[config.mk]
export PLATFORM = sky130hd
export DESIGN_NAME = hdps_sqrt
export DESIGN_NICKNAME = d
export VERILOG_FILES = /design/src/rtl/hdps_pkg.sv /design/src/rtl/hdps_sqrt.sv
export SDC_FILE = /design/constraint.sdc
export NUM_CORES = 1
export LEC_CHECK = 0
export BUFFER_PORTS_ARGS = -buffer_cell sky130_fd_sc_hd__clkbuf_2
export CAP_MARGIN = 25
export CORE_MARGIN = 4
export CORE_UTILIZATION = 45
export DETAILED_ROUTE_END_ITERATION = 8
export PLACE_DENSITY = 0.65
export SYNTH_ARGS = -nofsm -noshare
export SYNTH_HDL_FRONTEND = slang
export SYNTH_SLANG_ARGS = --single-unit
[constraint.sdc]
create_clock -name clk_i -period 18.04 [get_ports clk_i]
set_input_delay 1.804 -clock clk_i [delete_from_list [all_inputs] [get_ports clk_i]]
set_output_delay 1.804 -clock clk_i [all_outputs]
set_load 0.005 [all_outputs]
[src/rtl/hdps_pkg.sv]
// Shared types and constants for the Hausdorff distance block.
// No dependencies; all other files import this package.
package hdps_pkg;

  // store geometry
  localparam int unsigned MAX_POINTS = 1024;
  localparam int unsigned PTR_W      = $clog2(MAX_POINTS);
  localparam int unsigned CNT_W      = PTR_W + 1;

  // field widths
  localparam int unsigned COORD_W  = 16;
  localparam int unsigned ACTION_W = 2;
  localparam int unsigned SQ_W     = 34;
  localparam int unsigned ROOT_W   = 17;
  localparam int unsigned STATUS_W = 2;
  localparam int unsigned MAG_W    = COORD_W;
  localparam int unsigned PROD_W   = 2 * MAG_W;

  localparam logic [CNT_W-1:0] CNT_FULL = CNT_W'(MAX_POINTS);

  // action codes
  typedef enum logic [ACTION_W-1:0] {
    ACT_STORE_A = 2'd0,
    ACT_STORE_B = 2'd1,
    ACT_COMPUTE = 2'd2,
    ACT_CLEAR   = 2'd3
  } action_e;

  // status codes
  typedef enum logic [STATUS_W-1:0] {
    ST_OK      = 2'd0,
    ST_EMPTY   = 2'd1,
    ST_DROPPED = 2'd2
  } status_e;

  // one stored point
  typedef struct packed {
    logic signed [COORD_W-1:0] x;
    logic signed [COORD_W-1:0] y;
    logic signed [COORD_W-1:0] z;
  } point_t;

endpackage

[src/rtl/hdps_sqrt.sv]
// Iterative floor square root, one result bit per cycle.
// Depends on hdps_pkg.
module hdps_sqrt import hdps_pkg::*; (
  input  logic              clk_i,
  input  logic              rst_ni,
  input  logic              start_i,
  input  logic [SQ_W-1:0]   radicand_i,
  output logic              done_o,
  output logic [ROOT_W-1:0] root_o
);

  localparam int unsigned ITER_W = $clog2(ROOT_W);
  localparam logic [ITER_W-1:0] ITER_LAST = ITER_W'(ROOT_W - 1);

  logic              busy_q, busy_d;
  logic              done_q, done_d;
  logic [ITER_W-1:0] iter_q, iter_d;
  logic [SQ_W-1:0]   rem_q, rem_d;
  logic [SQ_W:0]     root_q, root_d;
  logic [SQ_W-1:0]   bit_q, bit_d;
  logic [SQ_W:0]     trial;
  logic              fits;

  // one restoring step
  assign trial = root_q + {1'b0, bit_q};
  assign fits  = {1'b0, rem_q} >= trial;

  always_comb begin
    busy_d = busy_q;
    done_d = 1'b0;
    iter_d = iter_q;
    rem_d  = rem_q;
    root_d = root_q;
    bit_d  = bit_q;
    if (start_i) begin
      busy_d = 1'b1;
      iter_d = '0;
      rem_d  = radicand_i;
      root_d = '0;
      bit_d  = SQ_W'(1) << (2 * (ROOT_W - 1));
    end else if (busy_q) begin
      if (fits) begin
        rem_d  = rem_q - trial[SQ_W-1:0];
        root_d = (root_q >> 1) + {1'b0, bit_q};
      end else begin
        root_d = root_q >> 1;
      end
      bit_d  = bit_q >> 2;
      iter_d = iter_q + 1'b1;
      if (iter_q == ITER_LAST) begin
        busy_d = 1'b0;
        done_d = 1'b1;
      end
    end
  end

  // control
  always_ff @(posedge clk_i or negedge rst_ni) begin
    if (!rst_ni) begin
      busy_q <= 1'b0;
      done_q <= 1'b0;
      iter_q <= '0;
    end else begin
      busy_q <= busy_d;
      done_q <= done_d;
      iter_q <= iter_d;
    end
  end

  // datapath
  always_ff @(posedge clk_i) begin
    rem_q  <= rem_d;
    root_q <= root_d;
    bit_q  <= bit_d;
  end

  // root register holds the final value the cycle after the last step
  assign done_o = done_q;
  assign root_o = root_q[ROOT_W-1:0];

endmodule
==> impl_metrics.toml <==
[status]
status = "complete, no violations"

[synth]
netlist_instances = 928
synthTopCellsByCount = "nor2_1, nand2_1, ha_1"
async_flop_share_pct = 7.53
avgSynthCellArea_sq_um = 8.47
synth_cell_types = 82
synth.area.top_cells = "dfxtp_1, edfxtp_1, ha_1"
yosysMostFrequentCell = "nor2_1"
synth-edff-count = 34
syn_nets = 1038
ys_seq_elements = 93
synth_area_sq_um = 7860
ys_seq_area_share_pct = 28.5
synth_area_leader_cell = "dfxtp_1"
yosys_warnings = 0
synth_flop_cell = "dfxtp_1"
synth_top_area_share_pct = 13.2

[die]
io_pins = 55
dieArea_sq_um = 19600
die_y_microns = 140
core_area_sq_um = 17200
start_util_pct = 45.6
die_w_microns = 140
rows = 48

[drt]
antenna_left = 0
via_count = 6904
routed_wl_microns = 19800
wl_per_cell_microns = 16.8
drc = 0
drt_iter0_drc = 433
vias_per_cell = 5.86
drtPass1Iterations = 5

[grt]
grt_pass1_vias = 6560
grt-ovfl-total = 0
grt_max_degree = 81
grt_usage_pct = 19.9
antenna_found_initial = 0
grt_pass1_wl_microns = 32400

[clock_network]
cts.clk_slew.worst_paths_ns = 0.07
clock_sinks = 93
cts_hold_buf = 0
post_cts_resized = 0
cts_buffers = 9
cts_root_buf = "clkbuf_16"
cts_tree = "yes"
post_cts_buffers = 0
clk_latency_ns = 0.35
cts.path.max_buffers = 2
h-tree-depth = 3

[finish]
syn2layout_area_growth_pct = 8.20
n_antenna_cell = 0
multiInputGateArea_sq_um = 5290
fillers = 1669
nets = 1058
fin_cells = 1178
seq_area_sq_um = 2240
drive_gt1_share_pct = 11.5
design_area_sq_um = 8510

[critical_path]
crit_fanout = 36
cp_data_arrival_time_ns = 5.63
critical_path_class = "reg2reg"
cp-end-kind = "flip-flop"
crit_required_ns = 18.03
max_stage_delay_ns = 0.45
crit_chain = "ha_1 -> a21oi_2 -> o31a_1 -> o21ai_0 -> nor3_1 -> nor3_1 -> a31oi_1 -> nor2_1 -> o21ai_0 -> xor2_1 -> ha_1 -> and4_1 -> a211oi_1 -> a21oi_1 -> a31oi_1 -> and3b_1 -> a21oi_2 -> nand3_4 -> o21ai_4 -> buf_4"
critPathSlowestCell = "buf_4"
startpoint_type = "flip-flop"

[placement]
dp.cells = 1162
preCtsSetupSlack_ns = 12.44
routabilityCongestion = 0.884
port_buffers = 54
dp_hpwl_microns = 14600
dpl-instance-area_sq_um = 8200

[power_and_ir_drop]
p_leak_nw = 3.50
pwr_density_cell_nw_per_um2 = 134
ir_drop_uv = 107

[hold_path]
hold_path.class = "reg2reg"

[sta]
setup_slack_ns = 12.40
hold_viol_final = 0
setup_tns_ns = 0
tightest_slew_ns = 0.871
post-route-period-util_pct = 31.3
max_freq_mhz = 177
worst_clock_skew_ns = 0.00640
whs_ns = 0.522
setup_viol = 0
min_period_ns = 5.64
max_slew_margin_pct = 42.0
rsz0062_at_grt = "no"
slew_viol_final = 0

[flow_run]
cap_violations = 0
[placed cells by master, fill, tap and decap left out, drive strengths merged, types with 14 or more instances in the layout]
master / Yosys / routed
nand3: 17 / 17
o21ai: 70 / 70
dfxtp: 52 / 52
nor2: 107 / 107
ha: 72 / 72
xnor2: 32 / 32
edfxtp: 34 / 34
nand2: 89 / 89
a31oi: 23 / 23
inv: 19 / 20
mux2i: 27 / 27
clkbuf: 24 / 67
xor2: 38 / 38
or3: 16 / 16
nand4: 14 / 14
a21oi: 52 / 52
a211oi: 15 / 15
a21o: 20 / 20
o31ai: 14 / 14
a311oi: 14 / 14
[flip-flops by register name (all words and copies together) (netlist names)]
name,cells
done_o,1
busy_q,1
iter_q,5
root_q,35
rem_q,34
bit_q,17
[power by group]
part	total, mW	internal [mW]	switching, mW	leakage (nW)
sequential	0.318	0.293	0.0255	0.861
combinational	0.628	0.250	0.378	2.49
clock	0.196	0.113	0.0833	0.154
[path summary, 6_finish.rpt]
kind	start	endpoint	slack (ns)	depth (start not counted)
worst min-delay path	root_q[0]	root_q[0]	0.52	2
worst max-delay path	root_q[4]	rem_q[32]	12.40	20
max in group asynchronous	rst_ni	busy_q	16.58	1
worst max register to register	root_q[4]	rem_q[32]	12.40	20
worst min register to register	root_q[0]	root_q[0]	0.52	2
min in group asynchronous	rst_ni	iter_q[4]	1.28	1
[area by class of cell]
| cell class | instances | share of cell area (%) |
|---|---|---|
| clock buffer | 14 | 3.47 |
| clock inverter | 2 | 0.132 |
| inverter | 20 | 0.883 |
| multi-input combinational | 765 | 62.2 |
| sequential | 93 | 26.3 |
| tap | 225 | 3.31 |
| timing repair buffer | 59 | 3.65 |
[per-stage QoR]
step,utilization (%),power (mW)
after global placement,47.6,0.937
final,49.3,1.14
after global routing,49.3,1.23
after floorplan,-,0.819
after detailed placement,47.6,0.945
after CTS,49.3,1.15
[cells by family after synthesis]
logic type | Yosys count | synth area share, %
AND/OR/NAND/NOR | 306 | 18.4
AO/OA/AOI/OAI | 282 | 24.6
flip-flops | 93 | 28.5
adder cells (fa/ha/maj) | 73 | 11.7
XOR/XNOR | 70 | 8.04
buffers and inverters | 70 | 4.34
multiplexers | 34 | 4.44
[worst max-delay path: cells and delay by family (launching register included)]
kind                     cells  cell delay (ns)
AND/OR/NAND/NOR              6             1.36
AO/OA/AOI/OAI               10             2.08
buffers and inverters        1             0.45
adder cells (fa/ha/maj)      2             0.79
flip-flops                   1             0.40
XOR/XNOR                     1             0.17
[metal layers]
| layer | GRT usage, % | vias to the layer above | wire (microns) |
|---|---|---|---|
| li1 | - | 3488 | - |
| met3 | 4.03 | 28 | 964 |
| met5 | 0 | - | 0 |
| met4 | 5.46 | 0 | 352 |
| met2 | 33.5 | 179 | 9300 |
| met1 | 26.1 | 3209 | 9150 |
(Power assumes the default switching activity.)
